==> config.mk <==
export PLATFORM = sky130hd
export DESIGN_NAME = xor_hashed_address_bit_filter_core
export DESIGN_NICKNAME = d
export VERILOG_FILES = /design/src/rtl/xhf_pkg.sv /design/src/rtl/xhf_ctrl.sv /design/src/rtl/xhf_datapath.sv /design/src/rtl/xor_hashed_address_bit_filter_core.sv
export SDC_FILE = /design/constraint.sdc
export NUM_CORES = 2
export LEC_CHECK = 0
export ABC_AREA = 1
export BUFFER_PORTS_ARGS = -buffer_cell sky130_fd_sc_hd__buf_2
export CAP_MARGIN = 25
export CORE_ASPECT_RATIO = 0.9
export CORE_MARGIN = 5
export CORE_UTILIZATION = 40
export CTS_BUF_LIST = sky130_fd_sc_hd__clkbuf_2
export DETAILED_ROUTE_END_ITERATION = 12
export SLEW_MARGIN = 20
export SYNTH_ARGS = -nofsm -noshare
export SYNTH_HDL_FRONTEND = slang
export SYNTH_SLANG_ARGS = --single-unit
==> constraint.sdc <==
create_clock -name clk -period 14.4 [get_ports clk]
set_clock_uncertainty 0.1 [all_clocks]
set_input_delay 0 -clock clk [delete_from_list [all_inputs] [get_ports clk]]
set_output_delay 0 -clock clk [all_outputs]
set_load 0.02 [all_outputs]
==> src/rtl/xhf_pkg.sv <==
// Shared constants, opcodes, state and control types for the XOR-hashed bit filter.
package xhf_pkg;

	localparam int INDEX_BITS_DEF        = 10;
	localparam int BLOCK_OFFSET_BITS_DEF = 6;
	localparam int HASH_GAP              = 5;

	localparam int OP_W          = 3;
	localparam int ADDR_W        = 64;
	localparam int BIT_INDEX_W   = 10;
	localparam int ENTRY_INDEX_W = 10;
	localparam int SET_TOTAL_W   = 11;

	typedef enum logic [OP_W-1:0] {
		OP_SET   = 3'd0,
		OP_UNSET = 3'd1,
		OP_TEST  = 3'd2,
		OP_READ  = 3'd3,
		OP_WRITE = 3'd4,
		OP_CLEAR = 3'd5
	} op_t;

	typedef enum logic {
		ST_IDLE,
		ST_UPDATE
	} state_t;

	typedef struct packed {
		logic accept;
		logic commit;
	} xhf_cmd_t;

	typedef struct packed {
		logic out_free;
	} xhf_status_t;

endpackage

==> src/rtl/xhf_ctrl.sv <==
// Controller state machine: sequences input beats through row read and write-back.
module xhf_ctrl import xhf_pkg::*; (
	input  logic        clk,
	input  logic        arst_n,
	input  logic        in_valid,
	output logic        in_ready,
	input  xhf_status_t status,
	output xhf_cmd_t    cmd
);

	state_t state_q;
	state_t state_d;

	always_ff @(posedge clk or negedge arst_n) begin
		if (!arst_n) begin
			state_q <= ST_IDLE;
		end else begin
			state_q <= state_d;
		end
	end

	always_comb begin
		state_d = state_q;
		case (state_q)
			ST_IDLE: begin
				if (in_valid) begin
					state_d = ST_UPDATE;
				end
			end
			ST_UPDATE: begin
				if (status.out_free) begin
					state_d = ST_IDLE;
				end
			end
			default: begin
				state_d = ST_IDLE;
			end
		endcase
	end

	always_comb begin
		in_ready   = 1'b0;
		cmd.accept = 1'b0;
		cmd.commit = 1'b0;
		case (state_q)
			ST_IDLE: begin
				in_ready   = 1'b1;
				cmd.accept = in_valid;
			end
			ST_UPDATE: begin
				cmd.commit = status.out_free;
			end
			default: begin
				in_ready = 1'b0;
			end
		endcase
	end

endmodule

==> src/rtl/xhf_datapath.sv <==
// Datapath: address hash, filter row memory with row valid flags, set count, result register.
module xhf_datapath import xhf_pkg::*; #(
	parameter int INDEX_BITS        = INDEX_BITS_DEF,
	parameter int BLOCK_OFFSET_BITS = BLOCK_OFFSET_BITS_DEF
) (
	input  logic                     clk,
	input  logic                     arst_n,
	input  xhf_cmd_t                 cmd,
	output xhf_status_t              status,
	input  logic [OP_W-1:0]          op,
	input  logic [ADDR_W-1:0]        address,
	input  logic [BIT_INDEX_W-1:0]   bit_index,
	input  logic                     write_value,
	output logic                     out_valid,
	input  logic                     out_ready,
	output logic [ENTRY_INDEX_W-1:0] entry_index,
	output logic                     bit_value,
	output logic [SET_TOTAL_W-1:0]   set_total
);

	localparam int LINE_BITS   = (INDEX_BITS > 8) ? INDEX_BITS - 8 : 1;
	localparam int ROW_BITS    = INDEX_BITS - LINE_BITS;
	localparam int ROWS        = 2 ** ROW_BITS;
	localparam int ROW_W       = 2 ** LINE_BITS;
	localparam int CNT_W       = INDEX_BITS + 1;
	localparam int FILTER_SIZE = 2 ** INDEX_BITS;
	localparam int HASH_W      = INDEX_BITS + BLOCK_OFFSET_BITS;
	localparam int DIRECT_W    = INDEX_BITS + BIT_INDEX_W;
	localparam int EIDX_W      = INDEX_BITS + ENTRY_INDEX_W;
	localparam int TOTAL_W     = CNT_W + SET_TOTAL_W;
	localparam int SECOND_LSB  = 2 * BLOCK_OFFSET_BITS + HASH_GAP;

	logic [BLOCK_OFFSET_BITS-1:0] first_field;
	logic [HASH_W-1:0]            first_wide;
	logic [INDEX_BITS-1:0]        second_field;
	logic [INDEX_BITS-1:0]        hash_idx;
	logic [DIRECT_W-1:0]          direct_wide;
	logic [INDEX_BITS-1:0]        direct_idx;
	logic [INDEX_BITS-1:0]        idx_in;

	logic [OP_W-1:0]       op_q;
	logic [INDEX_BITS-1:0] idx_q;
	logic                  wval_q;
	logic [ROW_W-1:0]      rd_row_q;

	logic [ROW_W-1:0] mem [ROWS];
	logic [ROWS-1:0]  row_valid_q;
	logic [CNT_W-1:0] count_q;

	logic [ROW_BITS-1:0]  row_sel;
	logic [LINE_BITS-1:0] col_sel;
	logic [ROW_W-1:0]     old_row;
	logic [ROW_W-1:0]     new_row;
	logic                 old_bit;
	logic                 new_bit;
	logic                 wr_en;
	logic                 clr_all;
	logic                 res_bit;
	logic [CNT_W-1:0]     count_d;

	logic                     out_valid_q;
	logic [ENTRY_INDEX_W-1:0] entry_index_q;
	logic                     bit_value_q;
	logic [SET_TOTAL_W-1:0]   set_total_q;

	logic [EIDX_W-1:0]  eidx_wide;
	logic [TOTAL_W-1:0] total_wide;

	assign first_field  = address[BLOCK_OFFSET_BITS +: BLOCK_OFFSET_BITS];
	assign first_wide   = HASH_W'(first_field);
	assign second_field = address[SECOND_LSB +: INDEX_BITS];
	assign hash_idx     = first_wide[INDEX_BITS-1:0] ^ second_field;
	assign direct_wide  = DIRECT_W'(bit_index);
	assign direct_idx   = direct_wide[INDEX_BITS-1:0];

	always_comb begin
		case (op_t'(op))
			OP_SET, OP_UNSET, OP_TEST: idx_in = hash_idx;
			OP_READ, OP_WRITE:         idx_in = direct_idx;
			default:                   idx_in = '0;
		endcase
	end

	always_ff @(posedge clk) begin
		if (cmd.accept) begin
			op_q   <= op;
			idx_q  <= idx_in;
			wval_q <= write_value;
		end
	end

	always_ff @(posedge clk) begin
		if (cmd.accept) begin
			rd_row_q <= mem[idx_in[INDEX_BITS-1:LINE_BITS]];
		end
	end

	assign row_sel = idx_q[INDEX_BITS-1:LINE_BITS];
	assign col_sel = idx_q[LINE_BITS-1:0];
	assign old_row = row_valid_q[row_sel] ? rd_row_q : '0;
	assign old_bit = old_row[col_sel];

	always_comb begin
		wr_en   = 1'b0;
		clr_all = 1'b0;
		new_bit = old_bit;
		res_bit = 1'b0;
		case (op_t'(op_q))
			OP_SET: begin
				wr_en   = 1'b1;
				new_bit = 1'b1;
				res_bit = 1'b1;
			end
			OP_UNSET: begin
				wr_en   = 1'b1;
				new_bit = 1'b0;
				res_bit = 1'b0;
			end
			OP_TEST, OP_READ: begin
				res_bit = old_bit;
			end
			OP_WRITE: begin
				wr_en   = 1'b1;
				new_bit = wval_q;
				res_bit = wval_q;
			end
			OP_CLEAR: begin
				clr_all = 1'b1;
			end
			default: begin
				res_bit = 1'b0;
			end
		endcase
	end

	always_comb begin
		new_row          = old_row;
		new_row[col_sel] = new_bit;
	end

	always_comb begin
		count_d = count_q;
		if (clr_all) begin
			count_d = '0;
		end else if (wr_en && (old_bit != new_bit)) begin
			if (new_bit) begin
				count_d = count_q + CNT_W'(1);
			end else begin
				count_d = count_q - CNT_W'(1);
			end
		end
	end

	always_ff @(posedge clk) begin
		if (cmd.commit && wr_en) begin
			mem[row_sel] <= new_row;
		end
	end

	always_ff @(posedge clk or negedge arst_n) begin
		if (!arst_n) begin
			row_valid_q <= '0;
			count_q     <= '0;
		end else if (cmd.commit) begin
			count_q <= count_d;
			if (clr_all) begin
				row_valid_q <= '0;
			end else if (wr_en) begin
				row_valid_q[row_sel] <= 1'b1;
			end
		end
	end

	assign eidx_wide  = EIDX_W'(idx_q);
	assign total_wide = TOTAL_W'(count_d);

	always_ff @(posedge clk or negedge arst_n) begin
		if (!arst_n) begin
			out_valid_q <= 1'b0;
		end else if (cmd.commit) begin
			out_valid_q <= 1'b1;
		end else if (out_ready) begin
			out_valid_q <= 1'b0;
		end
	end

	always_ff @(posedge clk) begin
		if (cmd.commit) begin
			entry_index_q <= eidx_wide[ENTRY_INDEX_W-1:0];
			bit_value_q   <= res_bit;
			set_total_q   <= total_wide[SET_TOTAL_W-1:0];
		end
	end

	assign status.out_free = !out_valid_q || out_ready;
	assign out_valid       = out_valid_q;
	assign entry_index     = entry_index_q;
	assign bit_value       = bit_value_q;
	assign set_total       = set_total_q;

	a_count_range: assert property (@(posedge clk) disable iff (!arst_n)
		count_q <= CNT_W'(FILTER_SIZE))
		else $error("set count beyond filter size");

	a_no_overwrite: assert property (@(posedge clk) disable iff (!arst_n)
		cmd.commit |-> (!out_valid_q || out_ready))
		else $error("result beat overwritten before taken");

	a_commit_shows: assert property (@(posedge clk) disable iff (!arst_n)
		cmd.commit |=> out_valid_q)
		else $error("committed result not presented");

	a_clear_count: assert property (@(posedge clk) disable iff (!arst_n)
		(cmd.commit && clr_all) |=> (count_q == '0 && row_valid_q == '0))
		else $error("clear all left state behind");

	a_one_phase: assert property (@(posedge clk) disable iff (!arst_n)
		!(cmd.accept && cmd.commit))
		else $error("accept and commit in one cycle");

endmodule

==> src/rtl/xor_hashed_address_bit_filter_core.sv <==
// Top level of the XOR-hashed address bit filter: controller plus datapath.
// For each input beat, the row holding the entry is read from the filter memory when
// the beat is accepted in ST_IDLE; then in ST_UPDATE, once the output register is free,
// the row is written back, the set count updated and the result loaded into the output
// register. A new beat is accepted only after ST_UPDATE has committed the last one;
// a result waiting on out_ready holds back the write-back of the next item.
// Clear all takes effect at its commit through per-row valid flags, and the filter
// needs no clearing pass after reset.
module xor_hashed_address_bit_filter_core import xhf_pkg::*; #(
	parameter int INDEX_BITS        = INDEX_BITS_DEF,
	parameter int BLOCK_OFFSET_BITS = BLOCK_OFFSET_BITS_DEF
) (
	input  logic                     clk,
	input  logic                     arst_n,
	input  logic                     in_valid,
	output logic                     in_ready,
	input  logic [OP_W-1:0]          op,
	input  logic [ADDR_W-1:0]        address,
	input  logic [BIT_INDEX_W-1:0]   bit_index,
	input  logic                     write_value,
	output logic                     out_valid,
	input  logic                     out_ready,
	output logic [ENTRY_INDEX_W-1:0] entry_index,
	output logic                     bit_value,
	output logic [SET_TOTAL_W-1:0]   set_total
);

	xhf_cmd_t    cmd;
	xhf_status_t status;

	xhf_ctrl u_ctrl (
		.clk      (clk),
		.arst_n   (arst_n),
		.in_valid (in_valid),
		.in_ready (in_ready),
		.status   (status),
		.cmd      (cmd)
	);

	xhf_datapath #(
		.INDEX_BITS        (INDEX_BITS),
		.BLOCK_OFFSET_BITS (BLOCK_OFFSET_BITS)
	) u_datapath (
		.clk         (clk),
		.arst_n      (arst_n),
		.cmd         (cmd),
		.status      (status),
		.op          (op),
		.address     (address),
		.bit_index   (bit_index),
		.write_value (write_value),
		.out_valid   (out_valid),
		.out_ready   (out_ready),
		.entry_index (entry_index),
		.bit_value   (bit_value),
		.set_total   (set_total)
	);

endmodule
# After elaboration in Yosys (flattened, before gate mapping)
# Memories as Yosys holds them, arrays and structs flattened. A register that Yosys moved wholly into a read port is not among the register bits.
# Cells that the tools add are included.
# word_totals
in_bits,82
regBits,305
mem_count,1
word_cells,75
mem_bits_rw,1024
# classes
n_eq_ne,10
reduce_logical,15
n_lt_le_gt_ge,4
muxes,30
addsub,2
bitwise,3
# mem_list
memory,words,word_bits,read_ports,rd_clocked_by_memory_dff,write_ports,line_no,text
u_datapath.mem,256,4,1,1,1,xhf_datapath.sv:46,logic [ROW_W-1:0] mem [ROWS];
# ops
cell,n
$mux 256,2
$or 256x256->256,1
$mux 11,3
$pmux 10 s2,1
$mux 1,15
$eq 3x2->1 const B,4
$add 11x1->11 const B,1
$sub 11x1->11 const B,1
$xor 6x10->10,1
$eq 3x3->1 const B,3
$lt 8x9->1 const B,1
$bmux 1 s8,1
$demux 1 s8,1
$ge 8x1->1 const B,1
$eq 3x1->1 const B,2
$logic_not 3->1,2
$pmux 1 s3,2
$reduce_or 3->1,2
$bwmux 4,1
$logic_and 1x1->1,4
$mux 4,1
$reduce_bool 2->1,2
$reduce_or 2->1,2
$lt 2x3->1 const B,1
9 further kinds,9

# Logic depth before layout (Yosys ltp)
# depth
ltp_word,10
mapped_depth,34
depth_no_buf,32

# Hierarchy
# From an unflattened synthesis, not the netlist that was laid out.
# hier_totals
hier_cells,5315
hier_area_um2,56437.9
# modules_own_cells
mod,n_inst,cells_each,area_each_um2,seq_area_each_um2
xhf_datapath,1,5306,56377.8,38657.1
xhf_ctrl,1,9,60.1,25.0

# Worst setup path before layout
# No wires, ideal clock.
# synth_path
path_kind,reg2reg
from,register u_datapath.idx_q[2]
to,memory u_datapath.mem[0][2] in the netlist's numbering (data pin)
slack_ns,0.046
setup_ns,2.187
t_required_ns,12.113
stages_incl_launch_ff,22
arrival_time_ns,12.068
path_cell_list,edfxtp_1 > buf_6 > buf_6 > buf_4 > o21ai_0 > nand2_1 > nand2_1 > nand2_1 > nand2_1 > o21ai_1 > nand2_1 > nor2_1 > nor2_1 > nor2_1 > nand2_2 > nand3_1 > nand3_2 > nand2_1 > nand2_2 > nand2_4 > buf_2 > o21ai_0
# synth_between
elab_chain_len,7
# synth_lines
item,line_no,text
"start, declared",xhf_datapath.sv:42,logic [INDEX_BITS-1:0] idx_q;
"start signal, assigned",xhf_datapath.sv:87,idx_q <= idx_in;
$bmux 1 s8 (*),xhf_datapath.sv:100,assign old_row = row_valid_q[row_sel] ? rd_row_q : '0;
$mux 1 (implied by the code) (*),xhf_datapath.sv:100,
$mux 4 (*),xhf_datapath.sv:100,
$bmux 1 s2,xhf_datapath.sv:101,assign old_bit = old_row[col_sel];
$mux 1 (implied by the code),xhf_datapath.sv:101,
$pmux 1 s3,xhf_datapath.sv:108,case (op_t'(op_q))
$bwmux 4 (*),xhf_datapath.sv:138,new_row[col_sel] = new_bit;
via u_datapath.new_row[2],xhf_datapath.sv:53,logic [ROW_W-1:0] new_row;
"end, declared",xhf_datapath.sv:46,
# The timed path passes the listed nets; every way through them passes the cells marked *. The select of a mux whose other input is x is not followed.

# Worst setup path after layout
# layout_path
from,input port op[2]
to,"register u_datapath.rd_row_q[3], read port of u_datapath.mem (data pin)"
# layout_between
elab_chain_len,3
elab_cells_between_ends,8
cone_classes,eq/ne (4); mux (1); reduce/logical (3)
# layout_lines
item,line_no,text
"start, declared",xor_hashed_address_bit_filter_core.sv:17,"input logic [OP_W-1:0] op,"
$eq 3x1->1 (tied with other cells),xhf_datapath.sv:77,case (op_t'(op))
$reduce_or 3->1 / $reduce_or 2->1 (equally long branches),xhf_datapath.sv:77,
$pmux 10 s2 (*),xhf_datapath.sv:77,
"end, declared",xhf_datapath.sv:44,logic [ROW_W-1:0] rd_row_q;
# Every way passes the cells marked *; elsewhere a longest branch is shown, timed or not.
# A chain may end at the register's enable or synchronous reset.

==> run summary <==
areal power density over the cells = 157 mW/mm^2
GRT Util Overall = 0.220
detail-routed net length per standard cell = 21.9 um
final clock period utilization by the worst path = 0.630
type of destination of the critical path = flip-flop
floorplan die area = 0.149 mm^2
quantity of gates resized following cts = 0
worst path bufs/invs = 15
first-pass iteration count of the detailed router = 5
Layout area overhead = 10.3%
number of H-tree levels = 5
status = finished, final reports clean
clock-pin slew reported for the worst setup and hold paths after clock tree synthesis = 0.11 ns
critical path's top delay family = buffers and inverters
yosys warns = 0
total power consumption of the routed design = 9.78 mW
Buffers on Ports = 57
Final #Nets = 5583
share of final-layout standard cells stronger than drive strength 1 = 0.125
Mapped Nets = 5384
worst setup path class = in2reg
routed wire length = 167 mm
IR drop worst, VDD = 141 uV
Syn Inst Count = 5301
clock root buffer = sky130_fd_sc_hd__clkbuf_2
# IOs = 106
initial antenna violation count = 7
TritonCTS clock tree = done
actual slew at the worst max-slew pin = 1.20 ns
number of global-route vias before repair = 39801
headroom to the max-slew limit = 0.201
Min Clock Period, post-route = 9.07 ns
synthesized area divided by synthesized cell count = 10.6 um^2
number of sinks driven by the clock tree = 1333
placeable core region = 0.140 mm^2
maximum capacitance violations = 0
fmax = 0.110 GHz
post-synthesis register bit count = 1333
static leakage power = 23.3 nW
setup repair after global routing missed its margin = false
final sum of negative setup slack = 0 ns
total global routing overflow = 0
number of buffers on the longest clock path = 4
final weighted congestion in routability-driven placement = 0.855
number of placement rows = 130
number of buffers inserted to repair setup after CTS = 0
largest stage delay on the critical path = 0.83 ns
1st-iter DRT viols = 4648
final setup violation count = 0
number of hold violations in the final report = 0
Num CTS Buffers = 336
area of the mapped netlist = 0.0564 mm^2
antenna-violating nets left = 0
DIE HEIGHT = 366 um
die boundary width = 406 um
number of distinct standard cells referenced by the synthesized netlist = 36
type of element launching the critical path = input pin
maximum number of pins on one net before global-route repair = 176
via density per instance = 5.49
data arrival time of the critical path = 10.47 ns
half-perimeter wire length after placement = 90.7 mm
worst min path class = in2reg
total number of vias = 41689
library cell contributing the largest single delay on the critical path = sky130_fd_sc_hd__inv_8
final max-slew violation count = 0
most frequent CP cell = sky130_fd_sc_hd__dlygate4sd3_1
required time of the critical path = 15.80 ns
clock latency at the later pin of the worst-skew pair = 1.71 ns
initial standard-cell utilization of the core = 0.403
global-route wire length before repair = 249 mm
maximum fanout encountered on the critical timing path = 161
fraction of the yosys area taken by sequential cells = 0.686
number of design rule violations left after detail routing = 0
worst reg2reg max path, delay by kind of cell (launching register included):
family / cells / cell delay [ns]
simple gates: 15 / 1.84
compound gates: 3 / 0.99
buf+inv: 5 / 3.50
flops: 1 / 0.44
cell type report:
class                      count  area [um^2]
fill                       13308        77700
clock buffer                 525         2630
multi-input combinational   3277        15100
sequential                  1333        38700
inverter                     326         1240
clock inverter                58          300
antenna                        7         17.5
timing repair buffer         226         1970
tap                         1848         2310
cell families after synthesis:
kind of cell	after synthesis	share of synthesized area
and+or+nand+nor	1837	0.125
AOI/OAI and AO/OA	1428	0.138
DFF	1333	0.686
buffers and inverters	691	0.0491
xor gates and xnor gates	11	0.00171
adders and majority gates	1	0.000222
per-stage QoR:
step	util	cell area, um^2	worst slack [ns]	instances	hold slack (ns)
2_1_floorplan	-	56400	0.0456	5301	-0.396
3_3_place_gp	0.416	58200	7.40	6914	-0.0192
3_5_place_dp	0.416	58200	7.31	6915	-0.0162
4_1_cts	0.444	62100	5.82	7589	0.0387
5_1_grt	0.445	62200	5.07	7599	0.151
6_report	0.445	62200	5.33	7600	0.236
routing by layer:
metal  vias up  global-route usage  part of all wire
met5         -                   0          0.000084
met3       276              0.0439             0.095
met1     20390               0.315              0.43
met2      1977               0.332              0.45
li1      19044                   -                 -
met4         2              0.0798             0.026
worst paths after layout:
check                                           start                           to  slack, ns  cells after the start
max                                             op[2]       u_datapath.rd_row_q[3]       5.33                     27
min                                       address[20]          u_datapath.idx_q[3]       0.24                      7
max reg2reg                       u_datapath.idx_q[2]       u_datapath.mem[151][0]       7.06                     23
min reg2reg                u_datapath.row_valid_q[12]   u_datapath.row_valid_q[12]       0.42                      2
max in group asynchronous                      arst_n  u_datapath.row_valid_q[187]      11.65                      8
min in group asynchronous                      arst_n   u_datapath.row_valid_q[95]       0.59                      6
cell usage after synthesis:
cell type / count / share of area
sky130_fd_sc_hd__a211oi_2: 1 / 0.00022
sky130_fd_sc_hd__a21boi_1: 2 / 0.00027
sky130_fd_sc_hd__a21boi_2: 1 / 0.00020
sky130_fd_sc_hd__a21oi_1: 279 / 0.025
sky130_fd_sc_hd__a22o_1: 2 / 0.00031
sky130_fd_sc_hd__a22oi_1: 2 / 0.00027
sky130_fd_sc_hd__a41oi_1: 1 / 0.00016
sky130_fd_sc_hd__and2_1: 1 / 0.00011
sky130_fd_sc_hd__buf_1: 5 / 0.00033
sky130_fd_sc_hd__buf_2: 37 / 0.0033
sky130_fd_sc_hd__buf_4: 6 / 0.00080
sky130_fd_sc_hd__buf_6: 14 / 0.0028
sky130_fd_sc_hd__clkbuf_1: 303 / 0.020
sky130_fd_sc_hd__dfrtp_1: 269 / 0.12
sky130_fd_sc_hd__edfxtp_1: 1064 / 0.57
sky130_fd_sc_hd__ha_1: 1 / 0.00022
sky130_fd_sc_hd__inv_1: 323 / 0.022
sky130_fd_sc_hd__inv_2: 3 / 0.00020
sky130_fd_sc_hd__nand2_1: 831 / 0.055
sky130_fd_sc_hd__nand2_2: 3 / 0.00033
sky130_fd_sc_hd__nand2_4: 1 / 0.00020
sky130_fd_sc_hd__nand3_1: 49 / 0.0043
sky130_fd_sc_hd__nand3_2: 4 / 0.00071
sky130_fd_sc_hd__nand4_1: 5 / 0.00055
sky130_fd_sc_hd__nor2_1: 941 / 0.063
sky130_fd_sc_hd__nor2_4: 1 / 0.00020
sky130_fd_sc_hd__nor3_2: 1 / 0.00018
sky130_fd_sc_hd__o211ai_1: 37 / 0.0049
sky130_fd_sc_hd__o21ai_0: 688 / 0.061
sky130_fd_sc_hd__o21ai_1: 89 / 0.0079
sky130_fd_sc_hd__o21ai_2: 1 / 0.00016
sky130_fd_sc_hd__o221ai_1: 41 / 0.0064
sky130_fd_sc_hd__o22ai_1: 279 / 0.031
sky130_fd_sc_hd__o41ai_1: 5 / 0.00078
sky130_fd_sc_hd__xnor2_1: 7 / 0.0011
sky130_fd_sc_hd__xor2_1: 4 / 0.00062
flip-flops by register name (all words and copies together), names as in the netlist:
signal / cells
u_datapath.count_q: 11
u_datapath.set_total: 11
u_datapath.out_valid: 1
u_ctrl.state_q: 1
u_datapath.mem: 1024
u_datapath.bit_value: 1
u_datapath.wval_q: 1
u_datapath.row_valid_q: 256
u_datapath.rd_row_q: 4
u_datapath.entry_index: 10
u_datapath.op_q: 3
u_datapath.idx_q: 10
cell usage in the layout (no fill, tap or decap), drive strengths merged:
cell type | netlist | layout
and2 | 1 | 1
clkbuf | 303 | 525
o221ai | 41 | 41
nand4 | 5 | 5
clkinv | 0 | 56
edfxtp | 1064 | 1064
xor2 | 4 | 4
nand2 | 835 | 835
nor3 | 1 | 1
inv | 326 | 325
ha | 1 | 1
nand3 | 53 | 53
o21ai | 778 | 778
xnor2 | 7 | 7
a22oi | 2 | 2
dlygate4sd3 | 0 | 90
diode | 0 | 7
a21oi | 279 | 279
a211oi | 1 | 1
a21boi | 3 | 3
bufinv | 0 | 3
buf | 62 | 136
dfrtp | 269 | 269
o22ai | 279 | 279
a41oi | 1 | 1
o41ai | 5 | 5
o211ai | 37 | 37
nor2 | 942 | 942
a22o | 2 | 2
report_power, final:
| part | total, mW | internal [mW] | switching (mW) | leakage (nW) |
|---|---|---|---|---|
| Sequential | 5.03 | 4.86 | 0.171 | 13.3 |
| Clock | 2.51 | 1.00 | 1.51 | 2.33 |
| Combinational | 2.24 | 0.585 | 1.65 | 7.71 |
| Total | 9.78 | 6.45 | 3.33 | 23.3 |
what timing repair did:
action / in CTS / in global routing
endpoints found under the hold margin: 1265 / 0
setup endpoints to repair: 0 / 0
hold buffers: 91 / 0
(Power assumes the default switching activity.)
